## src/hdl/ebs_pkg.sv

```systemverilog
// ---------------------------------------------------------------------------
// ebs_pkg
// Shared types, codes and constants of the elevator boarding sequencer.
// ---------------------------------------------------------------------------
package ebs_pkg;

  localparam int COORD_BITS       = 16;
  localparam int CFG_WIDE_BITS    = 14;
  localparam int CFG_TICK_BITS    = 8;
  localparam int CFG_INDEX_BITS   = 3;
  localparam int ABS_BITS         = COORD_BITS;
  localparam int CMP_BITS         = (ABS_BITS > CFG_WIDE_BITS) ? ABS_BITS : CFG_WIDE_BITS;
  localparam int FLOOR_CMP_BITS   = ((COORD_BITS + 1 > CFG_WIDE_BITS + 3) ?
                                     COORD_BITS + 1 : CFG_WIDE_BITS + 3) + 1;
  localparam int SQ_BITS          = 2 * CFG_WIDE_BITS;
  localparam int QUEUE_DEPTH_DEF  = 4;

  localparam logic [CMP_BITS-1:0] INSIDE_HEIGHT_MM = CMP_BITS'(1000);

  localparam logic [CFG_WIDE_BITS-1:0] LEVEL_HEIGHT_RST    = CFG_WIDE_BITS'(3075);
  localparam logic [CFG_WIDE_BITS-1:0] INSIDE_HALF_RST     = CFG_WIDE_BITS'(1125);
  localparam logic [CFG_WIDE_BITS-1:0] APPROACH_RADIUS_RST = CFG_WIDE_BITS'(2000);
  localparam logic [CFG_WIDE_BITS-1:0] SPEED_THRESHOLD_RST = CFG_WIDE_BITS'(50);
  localparam logic [CFG_TICK_BITS-1:0] DOOR_TICKS_RST      = CFG_TICK_BITS'(20);
  localparam logic [CFG_TICK_BITS-1:0] BOARDING_TICKS_RST  = CFG_TICK_BITS'(50);
  localparam logic [CFG_TICK_BITS-1:0] RETURN_TICKS_RST    = CFG_TICK_BITS'(30);

  typedef enum logic [CFG_INDEX_BITS-1:0] {
    REG_LEVEL_HEIGHT    = 3'd0,
    REG_INSIDE_HALF     = 3'd1,
    REG_APPROACH_RADIUS = 3'd2,
    REG_SPEED_THRESHOLD = 3'd3,
    REG_DOOR_TICKS      = 3'd4,
    REG_BOARDING_TICKS  = 3'd5,
    REG_RETURN_TICKS    = 3'd6
  } cfg_reg_t;

  typedef enum logic [1:0] {
    FLOOR_LOWER   = 2'd0,
    FLOOR_UPPER   = 2'd1,
    FLOOR_BETWEEN = 2'd2
  } floor_t;

  typedef enum logic [1:0] {
    DOOR_CLOSED     = 2'd0,
    DOOR_GOING_OPEN = 2'd1,
    DOOR_OPENED     = 2'd2,
    DOOR_GOING_SHUT = 2'd3
  } door_t;

  typedef enum logic [2:0] {
    PH_IDLE     = 3'd0,
    PH_OPENING  = 3'd1,
    PH_BOARDING = 3'd2,
    PH_CLOSING  = 3'd3,
    PH_TRAVEL   = 3'd4,
    PH_ARRIVED  = 3'd5
  } phase_t;

  typedef struct packed {
    logic signed [COORD_BITS-1:0] car_x;
    logic signed [COORD_BITS-1:0] car_y;
    logic signed [COORD_BITS-1:0] car_z;
    logic signed [COORD_BITS-1:0] car_speed_z;
    logic signed [COORD_BITS-1:0] robot_x;
    logic signed [COORD_BITS-1:0] robot_y;
    logic signed [COORD_BITS-1:0] robot_z;
  } ebs_in_t;

  typedef struct packed {
    logic [1:0] floor_code;
    logic [1:0] door_status;
    logic       car_moving;
    logic       robot_in_car;
    logic [2:0] sequence_phase;
    logic       floor_command_valid;
    logic       floor_command_target;
  } ebs_out_t;

  typedef struct packed {
    floor_t floor_code;
    logic   moving;
    logic   in_car;
    logic   near;
  } ebs_class_t;

  typedef struct packed {
    logic [CFG_WIDE_BITS-1:0] level_height;
    logic [CFG_WIDE_BITS-1:0] inside_half;
    logic [CFG_WIDE_BITS-1:0] approach_radius;
    logic [CFG_WIDE_BITS-1:0] speed_threshold;
  } ebs_cfg_front_t;

  typedef struct packed {
    logic [CFG_TICK_BITS-1:0] door_ticks;
    logic [CFG_TICK_BITS-1:0] boarding_ticks;
    logic [CFG_TICK_BITS-1:0] return_ticks;
  } ebs_cfg_back_t;

  function automatic logic [CFG_TICK_BITS-1:0] ticks(input logic [CFG_TICK_BITS-1:0] t);
    return (t == '0) ? CFG_TICK_BITS'(1) : t;
  endfunction

endpackage

```

## src/hdl/elevator_boarding_sequencer.sv

```systemverilog
// ---------------------------------------------------------------------------
// elevator_boarding_sequencer
// Path: classifier stages, tick queue, then the sequencer and result register.
// Throughput: one word per cycle while no queue or result stall holds the flow.
// Reset (synchronous): registers to defaults, buffers empty, phase idle,
// door closed, both timers stopped.
// Classifier front, tick queue and sequencer back run decoupled.
// ---------------------------------------------------------------------------
module elevator_boarding_sequencer #(
  parameter int QUEUE_DEPTH = ebs_pkg::QUEUE_DEPTH_DEF
) (
  input  logic                                 clk,
  input  logic                                 rst,
  input  logic                                 push,
  output logic                                 full,
  input  ebs_pkg::ebs_in_t                     item,
  output logic                                 empty,
  input  logic                                 pop,
  output ebs_pkg::ebs_out_t                    result,
  input  logic                                 wr_en,
  input  logic [ebs_pkg::CFG_INDEX_BITS-1:0]   wr_index,
  input  logic [ebs_pkg::CFG_WIDE_BITS-1:0]    wr_data
);
  import ebs_pkg::*;

  ebs_cfg_front_t cfg_front;
  ebs_cfg_back_t  cfg_back;
  logic           q_push, q_full, q_pop, q_empty;
  ebs_class_t     q_wdata, q_rdata;

  always_ff @(posedge clk) begin
    if (rst) begin
      cfg_front.level_height    <= LEVEL_HEIGHT_RST;
      cfg_front.inside_half     <= INSIDE_HALF_RST;
      cfg_front.approach_radius <= APPROACH_RADIUS_RST;
      cfg_front.speed_threshold <= SPEED_THRESHOLD_RST;
      cfg_back.door_ticks       <= DOOR_TICKS_RST;
      cfg_back.boarding_ticks   <= BOARDING_TICKS_RST;
      cfg_back.return_ticks     <= RETURN_TICKS_RST;
    end else if (wr_en) begin
      unique case (wr_index)
        REG_LEVEL_HEIGHT:    cfg_front.level_height    <= wr_data;
        REG_INSIDE_HALF:     cfg_front.inside_half     <= wr_data;
        REG_APPROACH_RADIUS: cfg_front.approach_radius <= wr_data;
        REG_SPEED_THRESHOLD: cfg_front.speed_threshold <= wr_data;
        REG_DOOR_TICKS:      cfg_back.door_ticks       <= wr_data[CFG_TICK_BITS-1:0];
        REG_BOARDING_TICKS:  cfg_back.boarding_ticks   <= wr_data[CFG_TICK_BITS-1:0];
        REG_RETURN_TICKS:    cfg_back.return_ticks     <= wr_data[CFG_TICK_BITS-1:0];
        default: begin
        end
      endcase
    end
  end

  ebs_front u_front (
    .clk    (clk),
    .rst    (rst),
    .cfg    (cfg_front),
    .push   (push),
    .full   (full),
    .item   (item),
    .q_push (q_push),
    .q_full (q_full),
    .q_data (q_wdata)
  );

  ebs_queue #(
    .DEPTH (QUEUE_DEPTH)
  ) u_queue (
    .clk   (clk),
    .rst   (rst),
    .push  (q_push),
    .full  (q_full),
    .wdata (q_wdata),
    .pop   (q_pop),
    .empty (q_empty),
    .rdata (q_rdata)
  );

  ebs_back u_back (
    .clk     (clk),
    .rst     (rst),
    .cfg     (cfg_back),
    .q_empty (q_empty),
    .q_pop   (q_pop),
    .cls     (q_rdata),
    .empty   (empty),
    .pop     (pop),
    .result  (result)
  );

endmodule

```

## src/hdl/ebs_front.sv

```systemverilog
// ---------------------------------------------------------------------------
// ebs_front
// Three-stage classifier: floor, motion, inside-car and approach test.
// ---------------------------------------------------------------------------
module ebs_front (
  input  logic                    clk,
  input  logic                    rst,
  input  ebs_pkg::ebs_cfg_front_t cfg,
  input  logic                    push,
  output logic                    full,
  input  ebs_pkg::ebs_in_t        item,
  output logic                    q_push,
  input  logic                    q_full,
  output ebs_pkg::ebs_class_t     q_data
);
  import ebs_pkg::*;

  logic advance;

  logic signed [COORD_BITS:0]     dx, dy, dz, vz;
  logic [COORD_BITS:0]            ndx, ndy, ndz, nvz;
  logic [CMP_BITS-1:0]            adx, ady, adz, avz;
  logic [CMP_BITS-1:0]            half, rad, thr;
  logic signed [FLOOR_CMP_BITS-1:0] cz2, h1, h3;
  floor_t                         floor_s0;
  logic                           in_car_s0;

  logic                           v1;
  floor_t                         floor1;
  logic                           moving1, in_car1, pre1;
  logic [CFG_WIDE_BITS-1:0]       ax1, ay1, rad1;

  logic                           v2;
  floor_t                         floor2;
  logic                           moving2, in_car2, pre2;
  logic [SQ_BITS-1:0]             sqx2, sqy2, rsq2;

  logic                           v3;
  ebs_class_t                     cls3;

  assign advance = !(v3 && q_full);
  assign full    = !advance;
  assign q_push  = v3 && !q_full;
  assign q_data  = cls3;

  always_comb begin
    dx  = {item.robot_x[COORD_BITS-1], item.robot_x} - {item.car_x[COORD_BITS-1], item.car_x};
    dy  = {item.robot_y[COORD_BITS-1], item.robot_y} - {item.car_y[COORD_BITS-1], item.car_y};
    dz  = {item.robot_z[COORD_BITS-1], item.robot_z} - {item.car_z[COORD_BITS-1], item.car_z};
    vz  = {item.car_speed_z[COORD_BITS-1], item.car_speed_z};
    ndx = -dx;
    ndy = -dy;
    ndz = -dz;
    nvz = -vz;
    adx = CMP_BITS'(dx[COORD_BITS] ? ndx[ABS_BITS-1:0] : dx[ABS_BITS-1:0]);
    ady = CMP_BITS'(dy[COORD_BITS] ? ndy[ABS_BITS-1:0] : dy[ABS_BITS-1:0]);
    adz = CMP_BITS'(dz[COORD_BITS] ? ndz[ABS_BITS-1:0] : dz[ABS_BITS-1:0]);
    avz = CMP_BITS'(vz[COORD_BITS] ? nvz[ABS_BITS-1:0] : vz[ABS_BITS-1:0]);
    half = CMP_BITS'(cfg.inside_half);
    rad  = CMP_BITS'(cfg.approach_radius);
    thr  = CMP_BITS'(cfg.speed_threshold);

    cz2 = FLOOR_CMP_BITS'($signed({item.car_z, 1'b0}));
    h1  = $signed({{(FLOOR_CMP_BITS-CFG_WIDE_BITS){1'b0}}, cfg.level_height});
    h3  = h1 + (h1 <<< 1);
    if (cz2 < h1) begin
      floor_s0 = FLOOR_LOWER;
    end else if (cz2 > h3) begin
      floor_s0 = FLOOR_UPPER;
    end else begin
      floor_s0 = FLOOR_BETWEEN;
    end
    in_car_s0 = (adx < half) && (ady < half) && (adz < INSIDE_HEIGHT_MM);
  end

  always_ff @(posedge clk) begin
    if (rst) begin
      v1 <= 1'b0;
      v2 <= 1'b0;
      v3 <= 1'b0;
    end else if (advance) begin
      v1 <= push;
      v2 <= v1;
      v3 <= v2;
    end
  end

  always_ff @(posedge clk) begin
    if (advance) begin
      floor1  <= floor_s0;
      moving1 <= avz > thr;
      in_car1 <= in_car_s0;
      pre1    <= (floor_s0 == FLOOR_LOWER) && !in_car_s0 && (adx < rad) && (ady < rad);
      ax1     <= adx[CFG_WIDE_BITS-1:0];
      ay1     <= ady[CFG_WIDE_BITS-1:0];
      rad1    <= cfg.approach_radius;

      floor2  <= floor1;
      moving2 <= moving1;
      in_car2 <= in_car1;
      pre2    <= pre1;
      sqx2    <= ax1 * ax1;
      sqy2    <= ay1 * ay1;
      rsq2    <= rad1 * rad1;

      cls3.floor_code <= floor2;
      cls3.moving     <= moving2;
      cls3.in_car     <= in_car2;
      cls3.near       <= pre2 && (({1'b0, sqx2} + {1'b0, sqy2}) < {1'b0, rsq2});
    end
  end

endmodule

```

## src/hdl/ebs_queue.sv

```systemverilog
// ---------------------------------------------------------------------------
// ebs_queue
// Small first-in first-out buffer of classified ticks.
// ---------------------------------------------------------------------------
module ebs_queue #(
  parameter int DEPTH = ebs_pkg::QUEUE_DEPTH_DEF
) (
  input  logic                clk,
  input  logic                rst,
  input  logic                push,
  output logic                full,
  input  ebs_pkg::ebs_class_t wdata,
  input  logic                pop,
  output logic                empty,
  output ebs_pkg::ebs_class_t rdata
);
  import ebs_pkg::*;

  localparam int PW = (DEPTH > 1) ? $clog2(DEPTH) : 1;
  localparam int CW = $clog2(DEPTH + 1);

  ebs_class_t        mem [DEPTH];
  logic [PW-1:0]     wr_ptr, rd_ptr;
  logic [CW-1:0]     count;
  logic              do_push, do_pop;

  assign full    = (count == CW'(DEPTH));
  assign empty   = (count == '0);
  assign do_push = push && !full;
  assign do_pop  = pop && !empty;
  assign rdata   = mem[rd_ptr];

  always_ff @(posedge clk) begin
    if (do_push) begin
      mem[wr_ptr] <= wdata;
    end
  end

  always_ff @(posedge clk) begin
    if (rst) begin
      wr_ptr <= '0;
      rd_ptr <= '0;
      count  <= '0;
    end else begin
      if (do_push) begin
        wr_ptr <= (wr_ptr == PW'(DEPTH - 1)) ? '0 : wr_ptr + PW'(1);
      end
      if (do_pop) begin
        rd_ptr <= (rd_ptr == PW'(DEPTH - 1)) ? '0 : rd_ptr + PW'(1);
      end
      if (do_push && !do_pop) begin
        count <= count + CW'(1);
      end else if (do_pop && !do_push) begin
        count <= count - CW'(1);
      end
    end
  end

endmodule

```

## src/hdl/ebs_back.sv

```systemverilog
// ---------------------------------------------------------------------------
// ebs_back
// Door timer, boarding/return timer and boarding sequencer with result register.
// ---------------------------------------------------------------------------
module ebs_back (
  input  logic                   clk,
  input  logic                   rst,
  input  ebs_pkg::ebs_cfg_back_t cfg,
  input  logic                   q_empty,
  output logic                   q_pop,
  input  ebs_pkg::ebs_class_t    cls,
  output logic                   empty,
  input  logic                   pop,
  output ebs_pkg::ebs_out_t      result
);
  import ebs_pkg::*;

  phase_t                   phase, phase_next;
  door_t                    door, door_next;
  logic [CFG_TICK_BITS-1:0] door_cnt, door_cnt_next;
  logic [CFG_TICK_BITS-1:0] seq_cnt, seq_cnt_next;
  logic                     seq_run, seq_run_next;
  logic                     cmd;
  logic                     out_valid;
  logic                     advance;

  assign advance = !q_empty && (!out_valid || pop);
  assign q_pop   = advance;
  assign empty   = !out_valid;

  always_comb begin
    phase_next    = phase;
    door_next     = door;
    door_cnt_next = door_cnt;
    seq_cnt_next  = seq_cnt;
    seq_run_next  = seq_run;
    cmd           = 1'b0;

    if (door_cnt != '0) begin
      door_cnt_next = door_cnt - CFG_TICK_BITS'(1);
      if (door_cnt_next == '0) begin
        if (door == DOOR_GOING_OPEN) begin
          door_next = DOOR_OPENED;
        end else if (door == DOOR_GOING_SHUT) begin
          door_next = DOOR_CLOSED;
        end
      end
    end

    if (seq_run) begin
      if (seq_cnt > CFG_TICK_BITS'(1)) begin
        seq_cnt_next = seq_cnt - CFG_TICK_BITS'(1);
      end else begin
        seq_cnt_next = '0;
        seq_run_next = 1'b0;
        if (phase == PH_BOARDING) begin
          door_next     = DOOR_GOING_SHUT;
          door_cnt_next = ticks(cfg.door_ticks);
          phase_next    = PH_CLOSING;
        end else if (phase == PH_ARRIVED) begin
          phase_next = PH_IDLE;
        end
      end
    end

    unique case (phase_next)
      PH_IDLE: begin
        if (cls.near && cls.floor_code == FLOOR_LOWER) begin
          door_next     = DOOR_GOING_OPEN;
          door_cnt_next = ticks(cfg.door_ticks);
          phase_next    = PH_OPENING;
        end
      end
      PH_OPENING: begin
        if (door_next == DOOR_OPENED) begin
          phase_next   = PH_BOARDING;
          seq_cnt_next = ticks(cfg.boarding_ticks);
          seq_run_next = 1'b1;
        end
      end
      PH_BOARDING: begin
        if (cls.in_car) begin
          door_next     = DOOR_GOING_SHUT;
          door_cnt_next = ticks(cfg.door_ticks);
          phase_next    = PH_CLOSING;
          seq_run_next  = 1'b0;
          seq_cnt_next  = '0;
        end
      end
      PH_CLOSING: begin
        if (door_next == DOOR_CLOSED) begin
          cmd        = 1'b1;
          phase_next = PH_TRAVEL;
        end
      end
      PH_TRAVEL: begin
        if (!cls.moving && cls.floor_code == FLOOR_UPPER) begin
          door_next     = DOOR_GOING_OPEN;
          door_cnt_next = ticks(cfg.door_ticks);
          phase_next    = PH_ARRIVED;
        end
      end
      PH_ARRIVED: begin
        if (!cls.in_car && door_next == DOOR_OPENED) begin
          door_next     = DOOR_GOING_SHUT;
          door_cnt_next = ticks(cfg.door_ticks);
          seq_cnt_next  = ticks(cfg.return_ticks);
          seq_run_next  = 1'b1;
        end
      end
      default: begin
        phase_next = PH_IDLE;
      end
    endcase
  end

  always_ff @(posedge clk) begin
    if (rst) begin
      phase     <= PH_IDLE;
      door      <= DOOR_CLOSED;
      door_cnt  <= '0;
      seq_cnt   <= '0;
      seq_run   <= 1'b0;
      out_valid <= 1'b0;
    end else if (advance) begin
      phase     <= phase_next;
      door      <= door_next;
      door_cnt  <= door_cnt_next;
      seq_cnt   <= seq_cnt_next;
      seq_run   <= seq_run_next;
      out_valid <= 1'b1;
    end else if (pop) begin
      out_valid <= 1'b0;
    end
  end

  always_ff @(posedge clk) begin
    if (advance) begin
      result.floor_code           <= cls.floor_code;
      result.door_status          <= door_next;
      result.car_moving           <= cls.moving;
      result.robot_in_car         <= cls.in_car;
      result.sequence_phase       <= phase_next;
      result.floor_command_valid  <= cmd;
      result.floor_command_target <= cmd;
    end
  end

endmodule

```

## config.mk

```make
export PLATFORM = sky130hd
export DESIGN_NAME = elevator_boarding_sequencer
export DESIGN_NICKNAME = d
export VERILOG_FILES = /design/src/hdl/ebs_pkg.sv /design/src/hdl/elevator_boarding_sequencer.sv /design/src/hdl/ebs_front.sv /design/src/hdl/ebs_queue.sv /design/src/hdl/ebs_back.sv
export SDC_FILE = /design/constraint.sdc
export NUM_CORES = 2
export LEC_CHECK = 0
export ABC_CLOCK_PERIOD_IN_PS = 8200
export BUFFER_PORTS_ARGS = -buffer_cell sky130_fd_sc_hd__buf_2
export CORE_MARGIN = 2
export CORE_UTILIZATION = 45
export CTS_BUF_LIST = sky130_fd_sc_hd__clkbuf_4 sky130_fd_sc_hd__clkbuf_8
export DETAILED_ROUTE_END_ITERATION = 7
export GPL_ROUTABILITY_DRIVEN = 0
export GPL_TIMING_DRIVEN = 0
export PLACE_DENSITY = 0.6
export REMOVE_ABC_BUFFERS = 1
export SLEW_MARGIN = 15
export SYNTH_ARGS = -nofsm -noshare
export SYNTH_HDL_FRONTEND = slang
export SYNTH_SLANG_ARGS = --single-unit
```

## constraint.sdc

```tcl
create_clock -name clk -period 8.2 [get_ports clk]
set_clock_uncertainty 0.1 [all_clocks]
set_input_delay 0.41 -clock clk [delete_from_list [all_inputs] [get_ports clk]]
set_output_delay 0.41 -clock clk [all_outputs]
set_load 0.02 [all_outputs]
```

---- After elaboration in Yosys (flattened, before gate mapping) ----
Memory sizes are Yosys's and may differ from the RTL's. A register that Yosys moved wholly into a read port is not among the register bits.
Cells that the tools add are included.
word-level totals
  register bits after elaboration ......... 264
  memory bits (writable) .................. 20
  bits of input ports ..................... 134
  output and inout bits ................... 13
  logic and storage cells ................. 200
  memories ................................ 1
cells by class
  add/sub/neg operators ................... 15
  multiply operators ...................... 3
  $lt $le $gt $ge ......................... 10
  eq/ne operators ......................... 20
  muxes and demuxes ....................... 63
  reductions and logical operators ........ 45
memories
  name         depth  bits a word  rd ports  clocked after memory_dff  wr ports  line             RTL
  u_queue.mem  4      5            1         1                         1         ebs_queue.sv:22  ebs_class_t mem [DEPTH];
operators by type and width
  operator              count
  $mux 8                16
  $mul 14x14->28        3
  $lt 16x14->1          4
  $mux 16               4
  $neg 16->16           4
  $sub 16x16->17        3
  $mux 2                17
  $mux 3                11
  $logic_not 8->1       4
  $pmux 8 s4            1
  $add 28x28->29        1
  $lt 29x28->1          1
  $pmux 8 s3            1
  $eq 3x3->1 const B    7
  $pmux 3 s6            1
  $gt 17x17->1          1
  $lt 17x15->1          1
  $add 14x15->16        1
  $gt 16x14->1          1
  $logic_and 1x1->1     16
  $lt 16x10->1 const B  1
  $sub 8x1->8 const B   2
  $eq 3x2->1 const B    5
  $reduce_and 2->1      7
  other kinds (16)      43

---- Longest topological paths before layout ----
  depth after elaboration ................. 12
  gate-level depth with buffers ........... 26
  gate-level depth less buffers ........... 25

---- Hierarchy ----
A second synthesis with hierarchy kept.
second synthesis, totals
  cells, all modules ...................... 3842
  area, all modules ....................... 35896.9 µm²
by module, submodules not included
  module                       instances  cells each  area an instance (µm²)  sequential area each (µm²)
  ebs_front                    1          3168        28957.8                 4204.0
  elevator_boarding_sequencer  1          302         3206.8                  1601.5
  ebs_back                     1          296         2511.2                  760.7
  ebs_queue                    1          76          1221.2                  780.7

---- Least setup slack after synthesis ----
OpenSTA, ideal clock, no wires.
  path kind ............................... reg2reg
  start point ............................. register u_front.ax1[2]
  end point ............................... register u_front.sqx2[27] (data pin)
  library setup time ...................... 260 ps
  arrival time ............................ 6026 ps
  setup slack ............................. 1814 ps
  cell stages (with the launch flop) ...... 26
  path buffers ............................ 2
  cells stage by stage .................... edfxtp_1 -> clkbuf_1 -> clkbuf_1 -> nand2_1 -> fa_1 -> fa_1 -> inv_1 -> fa_1 -> inv_1 -> fa_1 -> inv_1 -> fa_1 -> inv_1 -> fa_1 -> inv_1 -> ha_1 -> a21oi_1 -> o211ai_1 -> a211o_1 -> a31o_2 -> o21ai_0 -> a211o_1 -> a41oi_1 -> a41o_1 -> a21oi_1 -> xnor2_1
between the ends
  longest elaborated chain between the ends .. 1
ends and longest elaborated chain
  element                 line              RTL
  from (decl)             ebs_front.sv:31   logic [CFG_WIDE_BITS-1:0] ax1, ay1, rad1;
  from (signal assigned)  ebs_front.sv:94   ax1 <= adx[CFG_WIDE_BITS-1:0];
  $mul 14x14->28          ebs_front.sv:102  sqx2 <= ax1 * ax1;
  to (signal assigned)    ebs_front.sv:102
  to (decl)               ebs_front.sv:36   logic [SQ_BITS-1:0] sqx2, sqy2, rsq2;
Every way passes these cells.
A chain may end at the register's enable or synchronous reset.

---- Final worst setup path ----
  start point ............................. register u_front.ay1[2]
  end point ............................... register u_front.sqy2[27] (data pin)
between the ends
  longest elaborated chain between the ends .. 1
ends and longest elaborated chain
  element                 line              RTL
  from (decl)             ebs_front.sv:31
  from (signal assigned)  ebs_front.sv:95   ay1 <= ady[CFG_WIDE_BITS-1:0];
  $mul 14x14->28          ebs_front.sv:103  sqy2 <= ay1 * ay1;
  to (signal assigned)    ebs_front.sv:103
  to (decl)               ebs_front.sv:36
Every way passes these cells.

==> results_dict.tcl <==
set metrics [dict create \
    routed_wl_mm 76.4 \
    grt_pass1_vias 25400 \
    row_count 102 \
    yosys_warnings 0 \
    area_growth_pct 8.46 \
    rsz0062_at_grt "false" \
    cp.arrival_ns 7.54 \
    outcome "complete, no violations" \
    drive_above_1_share_pct 7.51 \
    hold_class "input pin to register" \
    synth_top_area_cell "fa_1" \
    netlist_instances 3858 \
    cts_buffers 51 \
    slew_headroom_pct 31.5 \
    clock-sinks 283 \
    ys.flop_type "edfxtp_1" \
    finalSetupTns_ns 0 \
    grt_max_degree 116 \
    drt-vias-per-instance 5.14 \
    placed_cells 4952 \
    antenna_found_initial 2 \
    core-area_um2 77200 \
    fp.dieArea_um2 80100 \
    numPortBuffers 146 \
    hold_viol_final 0 \
    drc 0 \
    cap_violations 0 \
    cts_tree "yes" \
    cp_max_fo 18 \
    avgSynthCellArea_um2 9.08 \
    initial_core_util_pct 45.4 \
    fin_nets 4958 \
    synth_edf_count 168 \
    ys_types 92 \
    async_flop_share_pct 0 \
    num_vias 26000 \
    rr_worst_depth 25 \
    path_class "register to register" \
    min_path_cells 3 \
    pin_count 147 \
    die_width_um 283 \
    grt_pass1_wl_mm 126 \
    cp-start-kind "register" \
    dp.final_hpwl_mm 61.8 \
    syn_area_um2 35000 \
    synth.area.top_cells "fa_1, ha_1, edfxtp_1" \
    dieHeight_um 283 \
    fin_crit_sh_pct 88.4 \
    drv_slew 0 \
    cp.required_ns 8.49 \
    tightest_slew_ns 1.02 \
    setup_viol 0 \
    clk_path_buf_depth 3 \
    synth_top_area_share_pct 19.8 \
    clk_latency_ns 0.66 \
    yosysSeqAreaShare_pct 21.0 \
    finalCriticalPeriod_ns 7.25 \
    htree_levels 2 \
    wire_per_inst_um 15.1 \
    max_freq_mhz 138 \
    drt_iter0_drc 1303 \
    cts_resized 0 \
    grt-ovfl-total 0 \
    critPathCaptureType "register" \
    ant_nets 0 \
    ys_ff_latch 283 \
    clk_pin_slew_ns 0.06 \
    grt_usage_pct 19.1 \
    layoutNonFillerInstCount 5062 \
    dr.pass1.iters 5 \
    root_buffer "clkbuf_8" \
]
[cell families after synthesis]
logic type      after synthesis  share of synthesized area (%)
compound gates              644                           12.1
xor+xnor                    207                           5.20
fa+ha+maj                   845                           37.6
buf+inv                     807                           8.78
flops                       283                           21.0
mux                          24                          0.897
simple gates               1048                           14.5
[critical path, stage by stage, from the launching register on]
cell and delay [ns]:
edfxtp_1 0.86, inv_1 0.21, nor2_1 0.19, ha_1 0.18
a31oi_1 0.06, fa_1 0.57, inv_1 0.05, fa_1 0.49
inv_1 0.06, fa_1 0.53, inv_1 0.05, fa_1 0.47
inv_1 0.05, fa_1 0.49, inv_1 0.04, ha_1 0.35
and2_1 0.16, nand4_1 0.09, o21ai_0 0.27, o21ai_0 0.28
a311oi_1 0.54, a211oi_1 0.17, nor3_1 0.33, a21o_1 0.17
a21oi_1 0.07, xnor2_1 0.12
[placed cells by master (no fill, tap or decap), types with 27 or more instances in the layout]
| cell type | instances |
|---|---|
| nand3_1 | 47 |
| nor2_1 | 194 |
| o21ai_0 | 101 |
| nand4_1 | 28 |
| a31oi_1 | 27 |
| nand2b_1 | 28 |
| xor2_1 | 63 |
| inv_1 | 711 |
| a211oi_1 | 28 |
| a21oi_1 | 216 |
| clkbuf_8 | 55 |
| nand2_1 | 416 |
| dfxtp_1 | 115 |
| buf_2 | 145 |
| nor2b_1 | 46 |
| and2_1 | 100 |
| edfxtp_1 | 168 |
| fa_1 | 346 |
| nor3_1 | 52 |
| a21o_1 | 68 |
| xnor2_1 | 143 |
| o21a_1 | 30 |
| ha_1 | 499 |
[final cells by class]
cell class                 count  area [µm²]
clock buffer                  68         855
clock inverter                25         241
sequential                   283        7350
fill                        7485       39200
timing repair buffer         163         936
antenna                        3        7.51
multi-input combinational   2768       24600
tap                         1040        1300
inverter                     712        2680
[state kept, by name, indices dropped and copies added, names as in the netlist, 5 cells and up, named ones only]
register / count
u_back.result: 10
u_front.sqx2: 27
cfg_front: 56
u_front.ay1: 14
u_back.door_cnt: 8
u_front.rsq2: 27
u_back.seq_cnt: 8
u_front.q_data: 5
u_front.rad1: 14
cfg_back: 24
u_front.sqy2: 27
u_front.ax1: 14
u_queue.mem: 20
[through the flow]
| step | worst slack [ns] | hold slack, ns | instance area (µm²) | utilization (%) |
|---|---|---|---|---|
| after global routing | 0.505 | 0.0314 | 38000 | 49.2 |
| final | 0.951 | 0.0470 | 38000 | 49.2 |
| after detailed placement | 0.992 | 0.305 | 36700 | 47.6 |
| after floorplan | 1.98 | 0.300 | 34600 | - |
| after global placement | 1.01 | 0.303 | 36600 | 47.5 |
| after CTS | 0.949 | 0.00142 | 38000 | 49.2 |
[routing by layer]
| layer | track usage, % | up-vias | wire length [µm] |
|---|---|---|---|
| met1 | 25.7 | 12500 | 35200 |
| met5 | 0 | - | 0 |
| met4 | 5.16 | 0 | 1910 |
| met3 | 2.06 | 85 | 2280 |
| met2 | 32.7 | 356 | 37100 |
| li1 | - | 13100 | - |
[path summary, 6_finish.rpt]
kind                                       from          endpoint  slack, ns
worst min register to register  u_front.in_car1   u_front.in_car2       0.32
worst max-delay path             u_front.ay1[2]  u_front.sqy2[27]       0.95
worst min-delay path                 wr_data[4]     cfg_front[46]       0.05
worst max register to register   u_front.ay1[2]  u_front.sqy2[27]       0.95
[synthesized netlist by cell type (16+ instances only)]
cell type,n
nand4_1,28
dfxtp_1,115
a21o_1,68
nand2b_1,28
inv_1,712
edfxtp_1,168
a21oi_1,216
nor2b_1,46
o21ai_0,101
nor4_1,16
fa_1,346
xnor2_1,143
nor3_1,53
or3_1,19
clkbuf_1,84
o21a_1,30
a31oi_1,28
nand3_1,47
a211o_1,22
nand2_1,416
and3_1,20
nor2_1,196
and2_1,100
nand3b_1,20
a211oi_1,28
ha_1,499
o21bai_1,18
xor2_1,63
[what timing repair did]
action	4_1_cts	5_1_grt
endpoints found under the hold margin	53	0
setup buffers	0	0
hold buffers	14	0
Power is left out: the tool's default activity adds up to more than one toggle a clock period on the data nets, which glitch-free logic cannot reach.
